**config.mk**
```make
export PLATFORM = sky130hd
export DESIGN_NAME = pixel_color_effect_unit
export DESIGN_NICKNAME = d
export VERILOG_FILES = /design/src/hdl/pcfx_pkg.sv /design/src/hdl/pcfx_cfg_regs.sv /design/src/hdl/pcfx_window.sv /design/src/hdl/pcfx_color.sv /design/src/hdl/pixel_color_effect_unit.sv
export SDC_FILE = /design/constraint.sdc
export NUM_CORES = 1
export LEC_CHECK = 0
export ABC_AREA = 0
export BUFFER_PORTS_ARGS = -buffer_cell sky130_fd_sc_hd__buf_2
export CAP_MARGIN = 10
export CORE_ASPECT_RATIO = 1.2
export CORE_MARGIN = 4
export CORE_UTILIZATION = 51
export DETAILED_ROUTE_END_ITERATION = 8
export PLACE_DENSITY = 0.73
export RECOVER_POWER = 100
export SLEW_MARGIN = 20
export SYNTH_ARGS = -nofsm -noshare
export SYNTH_HDL_FRONTEND = slang
export SYNTH_SLANG_ARGS = --single-unit
```
**constraint.sdc**
```tcl
create_clock -name aclk -period 15 [get_ports aclk]
set_input_delay 2.25 -clock aclk [delete_from_list [all_inputs] [get_ports aclk]]
set_output_delay 2.25 -clock aclk [all_outputs]
set_load 0.02 [all_outputs]
```
**src/hdl/pcfx_pkg.sv**
```systemverilog
`timescale 1ns / 1ps
`default_nettype none
// ----------------------------------------------------------------------------
// pcfx_pkg
// Shared types, register indexes, effect codes and arithmetic constants of
// the pixel color effect unit.
// ----------------------------------------------------------------------------
package pcfx_pkg;

    localparam int unsigned DEF_MAX_SIDE = 4096;

    localparam int unsigned COORD_W = 12;
    localparam int unsigned SIDE_W  = 13;
    localparam int unsigned CHAN_W  = 8;
    localparam int unsigned ADDR_W  = 3;
    localparam int unsigned WDATA_W = 13;

    // Register indexes on the configuration port.
    localparam logic [ADDR_W-1:0] REG_EFFECT_MODE   = 3'd0;
    localparam logic [ADDR_W-1:0] REG_FRAME_ENABLE  = 3'd1;
    localparam logic [ADDR_W-1:0] REG_BORDER_SIZE   = 3'd2;
    localparam logic [ADDR_W-1:0] REG_CAPTION_SPACE = 3'd3;
    localparam logic [ADDR_W-1:0] REG_IMAGE_WIDTH   = 3'd4;
    localparam logic [ADDR_W-1:0] REG_IMAGE_HEIGHT  = 3'd5;

    typedef enum logic [2:0] {
        MODE_PASS    = 3'd0,
        MODE_GRAY    = 3'd1,
        MODE_SEPIA   = 3'd2,
        MODE_SUMMER  = 3'd3,
        MODE_WINTER  = 3'd4,
        MODE_INVERSE = 3'd5
    } mode_t;

    localparam logic [SIDE_W-1:0] SIDE_RESET = 13'd100;

    // Sepia matrix in Q10, rows are output red, green, blue; columns r, g, b.
    localparam int unsigned COEF_W = 10;
    localparam int unsigned PROD_W = COEF_W + CHAN_W;
    localparam int unsigned SUM_W  = PROD_W + 1;
    localparam logic [COEF_W-1:0] SEPIA_COEF [3][3] = '{
        '{10'd402, 10'd787, 10'd194},
        '{10'd356, 10'd702, 10'd172},
        '{10'd279, 10'd547, 10'd134}
    };

    // (r + g + b) / 3 as (sum * 683) >> 11, exact for sums up to 765.
    localparam int unsigned        GSUM_W      = 10;
    localparam logic [GSUM_W-1:0]  GRAY_RECIP  = 10'd683;
    localparam int unsigned        GRAY_SHIFT  = 11;
    localparam int unsigned        GPROD_W     = 2 * GSUM_W;

    localparam logic [CHAN_W-1:0] CHAN_HIGH = 8'd205;
    localparam logic [CHAN_W-1:0] CHAN_LOW  = 8'd50;
    localparam logic [CHAN_W-1:0] CHAN_MAX  = 8'd255;

    typedef struct packed {
        logic [2:0]         effect_mode;
        logic               frame_enable;
        logic [COORD_W-1:0] border_size;
        logic [COORD_W-1:0] caption_space;
        logic [SIDE_W-1:0]  image_width;
        logic [SIDE_W-1:0]  image_height;
    } cfg_t;

    typedef struct packed {
        logic [CHAN_W-1:0] red;
        logic [CHAN_W-1:0] green;
        logic [CHAN_W-1:0] blue;
    } rgb_t;

    // Load enables of the first two pipeline stages.
    typedef struct packed {
        logic s1;
        logic s2;
    } pipe_en_t;

endpackage
`default_nettype wire

```
**src/hdl/pcfx_cfg_regs.sv**
```systemverilog
`timescale 1ns / 1ps
`default_nettype none
// ----------------------------------------------------------------------------
// pcfx_cfg_regs
// Configuration register file, written through a plain write port.
// ----------------------------------------------------------------------------
module pcfx_cfg_regs
    import pcfx_pkg::*;
(
    input  wire logic               aclk,
    input  wire logic               aresetn,
    input  wire logic               cfg_wr_en,
    input  wire logic [ADDR_W-1:0]  cfg_addr,
    input  wire logic [WDATA_W-1:0] cfg_wdata,
    output cfg_t                    cfg
);

    cfg_t cfg_reg;
    cfg_t cfg_next;

    always_comb begin
        cfg_next = cfg_reg;
        if (cfg_wr_en) begin
            case (cfg_addr)
                REG_EFFECT_MODE:   cfg_next.effect_mode   = cfg_wdata[2:0];
                REG_FRAME_ENABLE:  cfg_next.frame_enable  = cfg_wdata[0];
                REG_BORDER_SIZE:   cfg_next.border_size   = cfg_wdata[COORD_W-1:0];
                REG_CAPTION_SPACE: cfg_next.caption_space = cfg_wdata[COORD_W-1:0];
                REG_IMAGE_WIDTH:   cfg_next.image_width   = cfg_wdata[SIDE_W-1:0];
                REG_IMAGE_HEIGHT:  cfg_next.image_height  = cfg_wdata[SIDE_W-1:0];
                default:           cfg_next = cfg_reg;
            endcase
        end
    end

    always_ff @(posedge aclk) begin
        if (!aresetn) begin
            cfg_reg.effect_mode   <= MODE_PASS;
            cfg_reg.frame_enable  <= 1'b0;
            cfg_reg.border_size   <= '0;
            cfg_reg.caption_space <= '0;
            cfg_reg.image_width   <= SIDE_RESET;
            cfg_reg.image_height  <= SIDE_RESET;
        end else begin
            cfg_reg <= cfg_next;
        end
    end

    assign cfg = cfg_reg;

endmodule
`default_nettype wire

```
**src/hdl/pcfx_window.sv**
```systemverilog
`timescale 1ns / 1ps
`default_nettype none
// ----------------------------------------------------------------------------
// pcfx_window
// Two-stage window test: decides whether a pixel lies inside the picture
// area that the border and caption leave free.
// ----------------------------------------------------------------------------
module pcfx_window
    import pcfx_pkg::*;
#(
    parameter int unsigned MAX_SIDE = DEF_MAX_SIDE
)
(
    input  wire logic               aclk,
    input  wire pipe_en_t           en,
    input  wire cfg_t               cfg,
    input  wire logic [COORD_W-1:0] pixel_row,
    input  wire logic [COORD_W-1:0] pixel_col,
    output logic                    in_win
);

    // Largest usable side; a 13-bit register never exceeds the clamp above it.
    localparam int unsigned SIDE_MAX  = (1 << SIDE_W) - 1;
    localparam int unsigned SIDE_CAP  = (MAX_SIDE > SIDE_MAX) ? SIDE_MAX : MAX_SIDE;
    localparam logic [SIDE_W-1:0] SIDE_CAP_V = SIDE_CAP[SIDE_W-1:0];
    localparam int unsigned ROW_END_W = COORD_W + 2;

    logic                  row_lo_ok_reg;
    logic                  col_lo_ok_reg;
    logic [ROW_END_W-1:0]  row_end_reg;
    logic [SIDE_W-1:0]     col_end_reg;
    logic                  in_win_reg;
    logic [SIDE_W-1:0]     width_sat;
    logic [SIDE_W-1:0]     height_sat;

    assign width_sat  = (cfg.image_width  > SIDE_CAP_V) ? SIDE_CAP_V : cfg.image_width;
    assign height_sat = (cfg.image_height > SIDE_CAP_V) ? SIDE_CAP_V : cfg.image_height;

    // The upper bounds are tested as row + border + caption < height and
    // col + border < width, which also covers windows whose bounds cross.
    always_ff @(posedge aclk) begin
        if (en.s1) begin
            row_lo_ok_reg <= pixel_row >= cfg.border_size;
            col_lo_ok_reg <= pixel_col >= cfg.border_size;
            row_end_reg   <= {2'b00, pixel_row} + {2'b00, cfg.border_size}
                             + {2'b00, cfg.caption_space};
            col_end_reg   <= {1'b0, pixel_col} + {1'b0, cfg.border_size};
        end
    end

    always_ff @(posedge aclk) begin
        if (en.s2) begin
            in_win_reg <= row_lo_ok_reg && col_lo_ok_reg
                          && (row_end_reg < {1'b0, height_sat})
                          && (col_end_reg < width_sat);
        end
    end

    assign in_win = in_win_reg;

endmodule
`default_nettype wire

```
**src/hdl/pcfx_color.sv**
```systemverilog
`timescale 1ns / 1ps
`default_nettype none
// ----------------------------------------------------------------------------
// pcfx_color
// Two-stage color arithmetic: sepia matrix products and sums with
// saturation, and the gray average by reciprocal multiplication.
// ----------------------------------------------------------------------------
module pcfx_color
    import pcfx_pkg::*;
(
    input  wire logic aclk,
    input  wire pipe_en_t en,
    input  wire rgb_t pix_in,
    output rgb_t      pix_q,
    output rgb_t      sepia_q,
    output logic [CHAN_W-1:0] gray_q
);

    logic [PROD_W-1:0]  prod_reg [3][3];
    logic [GPROD_W-1:0] gray_prod_reg;
    rgb_t               pix1_reg;
    rgb_t               pix2_reg;
    logic [CHAN_W-1:0]  sepia_reg [3];
    logic [CHAN_W-1:0]  gray_reg;
    logic [CHAN_W-1:0]  chan_in [3];
    logic [GSUM_W-1:0]  gray_sum;
    logic [SUM_W-1:0]   sepia_sum [3];
    logic [SUM_W-11:0]  sepia_shift [3];

    assign chan_in[0] = pix_in.red;
    assign chan_in[1] = pix_in.green;
    assign chan_in[2] = pix_in.blue;
    assign gray_sum   = {2'b00, pix_in.red} + {2'b00, pix_in.green} + {2'b00, pix_in.blue};

    always_ff @(posedge aclk) begin
        if (en.s1) begin
            for (int o = 0; o < 3; o++) begin
                for (int i = 0; i < 3; i++) begin
                    prod_reg[o][i] <= SEPIA_COEF[o][i] * chan_in[i];
                end
            end
            gray_prod_reg <= gray_sum * GRAY_RECIP;
            pix1_reg      <= pix_in;
        end
    end

    always_comb begin
        for (int o = 0; o < 3; o++) begin
            sepia_sum[o]   = {1'b0, prod_reg[o][0]} + {1'b0, prod_reg[o][1]}
                             + {1'b0, prod_reg[o][2]};
            sepia_shift[o] = sepia_sum[o][SUM_W-1:10];
        end
    end

    always_ff @(posedge aclk) begin
        if (en.s2) begin
            for (int o = 0; o < 3; o++) begin
                sepia_reg[o] <= sepia_shift[o][CHAN_W] ? CHAN_MAX
                                                       : sepia_shift[o][CHAN_W-1:0];
            end
            gray_reg <= gray_prod_reg[GRAY_SHIFT+CHAN_W-1:GRAY_SHIFT];
            pix2_reg <= pix1_reg;
        end
    end

    assign pix_q         = pix2_reg;
    assign sepia_q.red   = sepia_reg[0];
    assign sepia_q.green = sepia_reg[1];
    assign sepia_q.blue  = sepia_reg[2];
    assign gray_q        = gray_reg;

endmodule
`default_nettype wire

```
**src/hdl/pixel_color_effect_unit.sv**
```systemverilog
`timescale 1ns / 1ps
`default_nettype none
// ----------------------------------------------------------------------------
// pixel_color_effect_unit
// Per-pixel color effect (gray, sepia, summer, winter, inverse) with an
// optional white frame around the picture window.
// ----------------------------------------------------------------------------
// Usage: pixels enter on the s_ stream, one word per pixel carrying its row,
// column and color; each accepted word gives exactly one word on the m_
// stream, in order. Settings are written through cfg_wr_en / cfg_addr /
// cfg_wdata while no pixel is in flight; writes to unused indexes are dropped.
// An accepted word passes two arithmetic stages (window compare and sepia
// products, then sums and saturation) and the output register that makes
// the final selection before it can be taken from the m_ stream.
// Throughput is one pixel per clock while the receiver takes words, set by
// those three stages, which each take a new word every cycle unless the
// output stalls.
// When the receiver stalls, the output word holds and the stages behind it
// keep filling until all three are full; only then does s_tready drop, and
// bubbles are squeezed out, so nothing is lost or repeated.
// Reset (aresetn low, synchronous) empties the pipeline and restores the
// register defaults: pass mode, no frame, zero border and caption, 100 x 100.
// ----------------------------------------------------------------------------
module pixel_color_effect_unit
    import pcfx_pkg::*;
#(
    parameter int unsigned MAX_SIDE = DEF_MAX_SIDE
)
(
    input  wire logic               aclk,
    input  wire logic               aresetn,
    // Configuration write port
    input  wire logic               cfg_wr_en,
    input  wire logic [ADDR_W-1:0]  cfg_addr,
    input  wire logic [WDATA_W-1:0] cfg_wdata,
    // Pixel input stream
    input  wire logic               s_tvalid,
    output logic                    s_tready,
    // [11:0] pixel_row, [23:12] pixel_col, [31:24] in_red,
    // [39:32] in_green, [47:40] in_blue
    input  wire logic [47:0]        s_tdata,
    // Pixel output stream
    output logic                    m_tvalid,
    input  wire logic               m_tready,
    // [7:0] out_red, [15:8] out_green, [23:16] out_blue
    output logic [23:0]             m_tdata
);

    cfg_t              cfg;
    pipe_en_t          en;
    rgb_t              pix_in;
    rgb_t              pix_q;
    rgb_t              sepia_q;
    rgb_t              result;
    logic [CHAN_W-1:0] gray_q;
    logic              in_win;
    logic              v1_reg;
    logic              v2_reg;
    logic              m_tvalid_reg;
    logic [23:0]       m_tdata_reg;
    logic              ready1;
    logic              ready2;
    logic              ready3;

    pcfx_cfg_regs u_cfg (
        .aclk      (aclk),
        .aresetn   (aresetn),
        .cfg_wr_en (cfg_wr_en),
        .cfg_addr  (cfg_addr),
        .cfg_wdata (cfg_wdata),
        .cfg       (cfg)
    );

    // A stage takes a new word when it is empty or its word moves on.
    assign ready3   = !m_tvalid_reg || m_tready;
    assign ready2   = !v2_reg || ready3;
    assign ready1   = !v1_reg || ready2;
    assign s_tready = ready1;
    assign en.s1    = ready1;
    assign en.s2    = ready2;

    always_ff @(posedge aclk) begin
        if (!aresetn) begin
            v1_reg       <= 1'b0;
            v2_reg       <= 1'b0;
            m_tvalid_reg <= 1'b0;
        end else begin
            if (ready1) begin
                v1_reg <= s_tvalid;
            end
            if (ready2) begin
                v2_reg <= v1_reg;
            end
            if (ready3) begin
                m_tvalid_reg <= v2_reg;
            end
        end
    end

    assign pix_in.red   = s_tdata[31:24];
    assign pix_in.green = s_tdata[39:32];
    assign pix_in.blue  = s_tdata[47:40];

    pcfx_window #(
        .MAX_SIDE (MAX_SIDE)
    ) u_window (
        .aclk      (aclk),
        .en        (en),
        .cfg       (cfg),
        .pixel_row (s_tdata[11:0]),
        .pixel_col (s_tdata[23:12]),
        .in_win    (in_win)
    );

    pcfx_color u_color (
        .aclk    (aclk),
        .en      (en),
        .pix_in  (pix_in),
        .pix_q   (pix_q),
        .sepia_q (sepia_q),
        .gray_q  (gray_q)
    );

    // Effect selection; the frame overrides whatever the effect produced.
    always_comb begin
        result = pix_q;
        case (cfg.effect_mode)
            MODE_GRAY: begin
                result.red   = gray_q;
                result.green = gray_q;
                result.blue  = gray_q;
            end
            MODE_SEPIA: begin
                if (in_win) begin
                    result = sepia_q;
                end
            end
            MODE_SUMMER: begin
                if (in_win) begin
                    result.red  = (pix_q.red < CHAN_HIGH) ? CHAN_HIGH : pix_q.red;
                    result.blue = (pix_q.blue > CHAN_LOW) ? CHAN_LOW : pix_q.blue;
                end
            end
            MODE_WINTER: begin
                if (in_win) begin
                    result.red  = (pix_q.red > CHAN_LOW) ? CHAN_LOW : pix_q.red;
                    result.blue = (pix_q.blue < CHAN_HIGH) ? CHAN_HIGH : pix_q.blue;
                end
            end
            MODE_INVERSE: begin
                if (in_win) begin
                    result.red   = ~pix_q.red;
                    result.green = ~pix_q.green;
                    result.blue  = ~pix_q.blue;
                end
            end
            default: begin
                result = pix_q;
            end
        endcase
        if (cfg.frame_enable && !in_win) begin
            result.red   = CHAN_MAX;
            result.green = CHAN_MAX;
            result.blue  = CHAN_MAX;
        end
    end

    always_ff @(posedge aclk) begin
        if (ready3) begin
            m_tdata_reg <= {result.blue, result.green, result.red};
        end
    end

    assign m_tvalid = m_tvalid_reg;
    assign m_tdata  = m_tdata_reg;

endmodule
`default_nettype wire

```
== Yosys cells after proc, flatten, opt, wreduce, memory -nomap -nowiden ==
Memories as Yosys holds them, arrays and structs flattened.
Index checks and enable logic that the tools add are counted.
Word-level totals
  RAM bits: 174
  bits in registers: 186
  memories kept: 2
  bits of input ports: 69
  output and inout bits: 26
  word-level logic and storage cells: 109
Operators by class
  mux-type cells: 22
  $mul: 10
  bitwise logic cells: 3
  reduce and logical (&&, ||, !) cells: 18
  eq/ne operators: 10
  magnitude comparators: 10
  add/subtract/negate cells: 11
Memories
  u_color.prod_reg: words 3, width 50, read ports 3, clocked after memory_dff 0, wr ports 3, line pcfx_color.sv:19  | logic [PROD_W-1:0] prod_reg [3][3];
  u_color.sepia_reg: words 3, width 8, read ports 3, clocked after memory_dff 0, wr ports 3, line pcfx_color.sv:23  | logic [CHAN_W-1:0] sepia_reg [3];
Operator list (count)
  8-bit two-way mux: 11
  8-bit case mux with 5 select lines: 2
  18-bit by 18-bit adder with 19-bit output: 3
  19-bit by 18-bit adder with 19-bit output: 3
  24-bit two-way mux: 2
  7-bit by 8-bit multiplier with 15-bit output (first input constant): 3
  10-bit by 8-bit multiplier with 18-bit output (first input constant): 2
  9-bit by 8-bit multiplier with 17-bit output (first input constant): 2
  12-bit by 12-bit adder with 13-bit output: 2
  13-bit greater-than comparator (second input constant): 2
  13-bit two-way mux: 2
  12-bit >= comparator: 2
  8-bit NOT: 3
  8-bit case mux with 3 select lines: 1
  10-bit by 10-bit multiplier with 19-bit output (second input constant): 1
  8-bit by 6-bit greater-than comparator with 1-bit output (second input constant): 2
  8-bit < comparator (second input constant): 2
  8-bit by 8-bit multiplier with 16-bit output (first input constant): 1
  14-bit by 12-bit adder with 14-bit output: 1
  14-bit by 13-bit < comparator with 1-bit output: 1
  6-bit by 8-bit multiplier with 14-bit output (first input constant): 1
  13-bit < comparator: 1
  3-bit by 2-bit == test with 1-bit output (second input constant): 4
  3-bit == test (second input constant): 4
  9 further kinds: 26

== Longest topological paths before layout ==
Gate-level depths: netlist (run 1).
  depth after elaboration: 6
  depth in mapped cells: 31

== Modules after synthesis ==
A second synthesis (run 1) with hierarchy kept.
Unflattened totals
  cell total of the unflattened synthesis: 2330
  area total of the unflattened synthesis: 26167.6 um^2
By module, submodules not included
  pcfx_color: cells each 1574, instances 1, area each 18793.0 um^2, sequential area each 6276.0 um^2
  pcfx_window: cells each 337, instances 1, area each 3293.2 um^2, sequential area each 900.9 um^2
  pcfx_cfg_regs: cells each 198, instances 1, area each 2063.2 um^2, sequential area each 1081.0 um^2
  pixel_color_effect_unit: cells each 221, instances 1, area each 2018.2 um^2, sequential area each 780.7 um^2

== Worst setup path before layout (run 1) ==
No wires, ideal clock.
  path kind: input -> output
  start: input port m_tready
  end: output port s_tready
  data arrival time: 6695 ps
  stages: 2
  buffers on the path: 0
  data required time: 12750 ps
  slack: 6055 ps
  cells stage by stage: nor2b_1 nand3_1
On the way
  longest elaborated chain between the ends: 3
RTL lines
  start: declaration: line pixel_color_effect_unit.sv:44  | input wire logic m_tready,
  1-bit logical OR: line pixel_color_effect_unit.sv:75  | assign ready3 = !m_tvalid_reg || m_tready;
  1-bit logical OR: line pixel_color_effect_unit.sv:76  | assign ready2 = !v2_reg || ready3;
  1-bit logical OR: line pixel_color_effect_unit.sv:77  | assign ready1 = !v1_reg || ready2;
  end: declaration: line pixel_color_effect_unit.sv:38  | output logic s_tready,
No other way between the ends.

==> run summary, run 1 <==
setup violators final: 0
peak supply drop: 0.0002446 V
Final Cell Area: 28,860 um^2
final wirelength: 65,130 um
die area: 55,650 um^2
die height: 257.6 um
WL met3: 2137 um
grt total ovfl: 0
commonest cells after routing, fill and taps aside: 498 x ha_1, 313 x inv_1, 263 x edfxtp_1
Worst Path Max Fanout: 86
worst relative slew slack: -207.2%
Leak Pwr: 0.01331 uW
initial antenna violation count: 1
PwrDens: 209.7 nW/um^2
Syn Nets: 3,181
drt via density: 5.558
critical path type: input pin to register
Crit. End Element: register
CP Depth: 5
Pre-Repair DR Iteration Count: 7
final worst-path cycle share: 65.86%
CTS HTree Levels: 2
placed inst area: 27,770 um^2
Distinct cells, synth: 69
worst skew pair latency: 0.56 ns
syn avg cell area: 10.72 um^2
Fin. Hold Viols: 0
final net count: 3,291
crit-path max cell delay: 3.39 ns
CTS buffer count: 38
post_cts resized: 0
Reg2Reg Setup Slack: 6.50 ns
Site Rows: 91
io pins: 95
failing checks: max-capacitance violations, max-slew violations
crit path buf inv count: 3
Worst R2R End: u_color.prod_reg[0][25]
Clk Tree Root Cell: clkbuf_16
Max Freq: 0.1012 GHz
Syn Inst Count: 2,470
max-slew violations: 305
CP endpoint: u_color.prod_reg[0][25]
Worst Hold Class: register to register
number of flip-flops in the largest register: 121
ys async rst share: 0%
hold buffer count at cts: 0
CP startpoint kind: input pin
TritonCTS clock tree: done
DR vias: 18,380
vias in the first global route: 19,220
most frequent CP cell: clkbuf_1
unrepaired setup endpoints after global routing: false
Layout area overhead: 8.962%
largest net degree at the start of global routing: 87
Initial Util: 51.57%
DRC Markers: 0
Detail Route Antenna Nets: 0
Clock Skew: 0.02809 ns
Worst EP arrival: 9.93 ns
Iteration-0 DRC Markers: 1,041
Post-Syn Area: 26,480 um^2
setup TNS: 0 ns
Slew @ Worst Pin: 4.609 ns
layout cell share with drive strength beyond 1: 4.674%
worst r2r src: m_tvalid
Total GRT Usage: 23.33%
Post-synth EDFFs: 263
Worst path top cell family by delay: buffers and inverters
yosys warns: 0
#FFs+latches synth: 320
outcome: complete, but fails checks
CTS sink count: 320
CP cell instances: buf_2, nor2b_1, nand3_1, clkbuf_1, clkbuf_1
clock buffer depth: 3
GPL Wtd Cong: 0.9480
Req. time, crit path: 15.05 ns
dpl hpwl: 53,090 um
Seq/Total Area, Yosys: 34.13%
PortBufs: 94
max_cap viols: 5
r2r worst-path depth: 4
met2 WL: 33,900 um
number of fill cells: 4,392
Period minus WS final: 9.879 ns
core footprint: 51,350 um^2
setup bufs post-CTS: 0
width of the die: 216.0 um
DR WL/cell: 19.69 um
Max Used Layer: met5
most common cell after layout, fill and taps aside: ha_1
Clk pin slew, worst setup/hold paths: 0.06 ns
Ant. Diodes: 0
ys flop type: edfxtp_1
first-pass GRT wire length: 102,300 um
Worst Setup SP: m_tready
Metal-1 WL: 25,210 um
Hold Path Depth: 0
slowest library cell on the worst path: clkbuf_1
logic make-up after synthesis:
| family | count (synthesis) | share of synthesized area, % |
|---|---|---|
| XOR/XNOR | 158 | 5.225 |
| multiplexers | 8 | 0.3024 |
| AO/OA/AOI/OAI | 499 | 12.44 |
| AND/OR/NAND/NOR | 500 | 8.622 |
| adder cells (fa/ha/maj) | 642 | 34.41 |
| flip-flops | 320 | 34.13 |
| buffers and inverters | 343 | 4.862 |
layer usage:
metal	up-vias	GRT usage (%)
met3	151	2.636
li1	8913	-
met5	-	0
met4	2	12.45
met1	8893	25.92
met2	420	43.53
cell usage after synthesis (10+ instances only):
cell type	count	area (um^2)
xor2_1	44	385.4
nand2_1	219	822.0
xnor2_1	114	998.5
ha_1	498	6231
nor2_1	99	371.6
o211ai_1	12	90.09
clkbuf_1	28	105.1
o21bai_1	36	270.3
a21o_1	54	405.4
dfxtp_1	57	1141
o21a_1	19	142.6
fa_1	144	2883
nand3_1	32	160.2
edfxtp_1	263	7898
a21oi_1	144	720.7
a21boi_0	51	382.9
nand2b_1	23	143.9
nor3_1	38	190.2
a31oi_1	17	106.4
a211oi_1	10	75.07
o21ai_0	83	415.4
nor2b_1	30	187.7
inv_1	313	1175
how the worst min path moves through the flow:
stage,startpoint,endpoint,slack [ns]
2_1_floorplan,u_color.gray_prod_reg[11],u_color.gray_q[0],0.40
3_3_place_gp,u_color.gray_prod_reg[14],u_color.gray_q[3],0.40
3_5_place_dp,u_color.pix1_reg[5],u_color.pix_q[5],0.40
4_1_cts,u_color.gray_prod_reg[14],u_color.gray_q[3],0.41
5_1_grt,u_color.gray_prod_reg[14],u_color.gray_q[3],0.42
6_report,u_color.gray_prod_reg[18],u_color.gray_q[7],0.42
where the power goes:
group,switching (uW),internal (uW)
sequential,137,1380
combinational,2050,1570
clock,379,530
worst register-to-register path, cell delays in order, from the launching register on:
cell      delay, ns
dfxtp_1        0.30
nor2b_1        0.19
nand3_1        1.17
clkbuf_1       2.76
clkbuf_1       3.50
layout make-up:
class,count,area (um^2),area share [%]
clock buffers,51,1050,3.638
flip-flops and latches,320,9039,31.32
inverters,314,1179,4.084
clock inverters,19,171.4,0.5940
repair buffers,99,424.2,1.470
multi-input cells,1807,16120,55.87
well taps,697,872.1,3.022
per-stage QoR:
stage	power [uW]	hold slack (ns)	utilization, %	instances	setup slack (ns)
after floorplan	4205	0.4003	-	2470	6.055
after global placement	5029	0.4041	54.08	3237	5.647
after detailed placement	5156	0.4045	54.08	3237	5.565
after CTS	6116	0.4138	56.46	3307	6.095
after global routing	6634	0.4168	56.19	3307	4.444
final	6051	0.4152	56.19	3307	5.121
Note: power is estimated with default switching activity, not from simulation.
==> inputs of run 2 (changes only) <==
==> constraint.sdc (replaced) <==
create_clock -name aclk -period 10.2 [get_ports aclk]
set_input_delay 1.53 -clock aclk [delete_from_list [all_inputs] [get_ports aclk]]
set_output_delay 1.53 -clock aclk [all_outputs]
set_load 0.02 [all_outputs]
==> run 2 against run 1 <==
The run still ends with max-capacitance violations, max-slew violations left. Via count is 0.71% higher. Die area did not move. Critical path depth is 25 higher. Register-to-register slack got worse by 3.3 ns. First-iteration DRC count up 3.0%. Count of clock-buffer cells in the layout is 3 lower. Largest cell class unchanged.
==> run summary, run 2 (synthesis gave the netlist of run 1 again) <==
outcome: complete, but fails checks
failing checks: max-capacitance violations, max-slew violations
Clk Tree Root Cell: clkbuf_16
Worst R2R End: u_color.prod_reg[1][30]
hold_sp: u_color.pix1_reg[20]
power share of the combinational group: 59.8%
CTS buffer count: 37
Setup WS pre-CTS: 1.401 ns
setup bufs post-CTS: 0
Pre-Repair DR Iteration Count: 5
most common cell after layout, fill and taps aside: ha_1
Detail Route Antenna Nets: 0
Reg2Reg Setup Slack: 3.25 ns
Clock power frac: 15.2%
Clock Skew: 0.01643 ns
vias in the first global route: 19,380
Req. time, crit path: 10.57 ns
final worst-path cycle share: 86.82%
io pins: 95
DR vias: 18,510
Crit. End Element: register
hold buffer count at cts: 0
Iteration-0 DRC Markers: 1,072
Period minus WS final: 8.856 ns
unrepaired setup endpoints after global routing: false
Ant. Diodes: 0
Worst Path Max Fanout: 11
Site Rows: 91
max-slew violations: 305
post_cts resized: 0
Worst EP arrival: 9.23 ns
Slew @ Worst Pin: 3.923 ns
die height: 257.6 um
critical path type: input pin to register
NetSw: 3785 uW
CP startpoint kind: input pin
worst skew pair latency: 0.56 ns
worst relative slew slack: -161.5%
r2r worst-path depth: 4
setup violators final: 0
grt total ovfl: 0
Fin. Hold Viols: 0
DRC Markers: 0
Sequential Power Share: 25.0%
Hold Path Depth: 0
Sw Share: 42.39%
initial antenna violation count: 1
Clk pin slew, worst setup/hold paths: 0.06 ns
Internal Power: 5145 uW
first-pass GRT wire length: 103,000 um
number of fill cells: 4,343
Initial Util: 51.57%
Max Freq: 0.1129 GHz
Worst Hold Class: register to register
crit-path max cell delay: 0.59 ns
worst r2r src: m_tvalid
final net count: 3,292
slowest library cell on the worst path: clkbuf_1
commonest cells after routing, fill and taps aside: 498 x ha_1, 312 x inv_1, 263 x edfxtp_1
Leak Pwr: 0.01332 uW
peak supply drop: 0.0003449 V
Layout area overhead: 9.067%
core footprint: 51,350 um^2
CTS HTree Levels: 2
Hold Path Sink: u_color.pix_q[20]
PwrDens: 309.2 nW/um^2
clock buffer depth: 3
PortBufs: 94
final critical-path setup slack: 1.344 ns
Total GRT Usage: 23.43%
dpl hpwl: 53,360 um
DR WL/cell: 19.78 um
setup TNS: 0 ns
final wirelength: 65,420 um
die area: 55,650 um^2
CTS sink count: 320
largest net degree at the start of global routing: 87
GPL Wtd Cong: 0.9520
max_cap viols: 5
number of flip-flops in the largest register: 121
width of the die: 216.0 um
TritonCTS clock tree: done
drt via density: 5.597
layout cell share with drive strength beyond 1: 4.713%
run 2: cell count changes in the layout (fill, tap and decap cells not counted):
cell       delta
bufinv_16     +1
clkinv_2      +2
inv_6         +1
clkinv_8      +1
clkbuf_16     +1
clkinv_4      -1
inv_1         -1
clkbuf_8      -3
inv_4         -2
a2111oi_0     +1
a2111oi_1     -1
clkbuf_2      +1
run 2: area by class of cell:
class                   instances  area, um^2  share of cell area (%)
clock buffers                  48        1030                   3.565
clock inverters                20       211.5                  0.7321
inverters                     314        1179                   4.081
multi-input cells            1807       16120                   55.81
flip-flops and latches        320        9039                   31.29
well taps                     697       872.1                   3.019
repair buffers                101       432.9                   1.499
run 2: stage by stage:
step | util, % | instances | instance area [um^2] | hold slack [ns] | power, uW
after floorplan | - | 2470 | 26480 | 0.4003 | 6184
after detailed placement | 54.11 | 3239 | 27780 | 0.4045 | 7602
final | 56.25 | 3307 | 28880 | 0.4058 | 8931
after global placement | 54.11 | 3239 | 27780 | 0.4021 | 7396
after global routing | 56.25 | 3307 | 28880 | 0.4147 | 9774
after CTS | 56.52 | 3307 | 29030 | 0.3910 | 9020
run 2: worst max path at each step:
stage,startpoint,end,slack (ns),depth (start not counted)
2_1_floorplan,m_tready,u_color.gray_prod_reg[11],2.24,2
3_5_place_dp,s_tdata[32],u_color.gray_prod_reg[18],1.40,31
5_1_grt,s_tdata[25],u_color.gray_prod_reg[17],0.97,30
4_1_cts,s_tdata[32],u_color.gray_prod_reg[17],1.97,31
6_report,s_tdata[33],u_color.gray_prod_reg[17],1.34,30
3_3_place_gp,s_tdata[32],u_color.gray_prod_reg[18],1.57,31
run 2: per-layer routing:
metal	GRT usage (%)	wire [um]	vias up
met5	0	11	-
met4	13.62	4553	2
met3	2.530	2501	177
met2	43.31	33370	447
met1	25.99	24980	8973
li1	-	-	8910
run 2: power groups by stage:
stage	combinational, uW	clock, uW	sequential (uW)
detailed placement	5340	0	2270
global placement	5140	0	2250
global route	6080	1440	2260
CTS	5400	1380	2240
floorplan	4020	0	2170
finish	5340	1360	2230
run 2: critical path, delay by kind of cell:
kind,cells,cell delay [ns]
AO/OA/AOI/OAI,10,1.88
XOR/XNOR,2,0.54
adder cells (fa/ha/maj),8,3.30
buffers and inverters,5,0.99
AND/OR/NAND/NOR,5,0.98
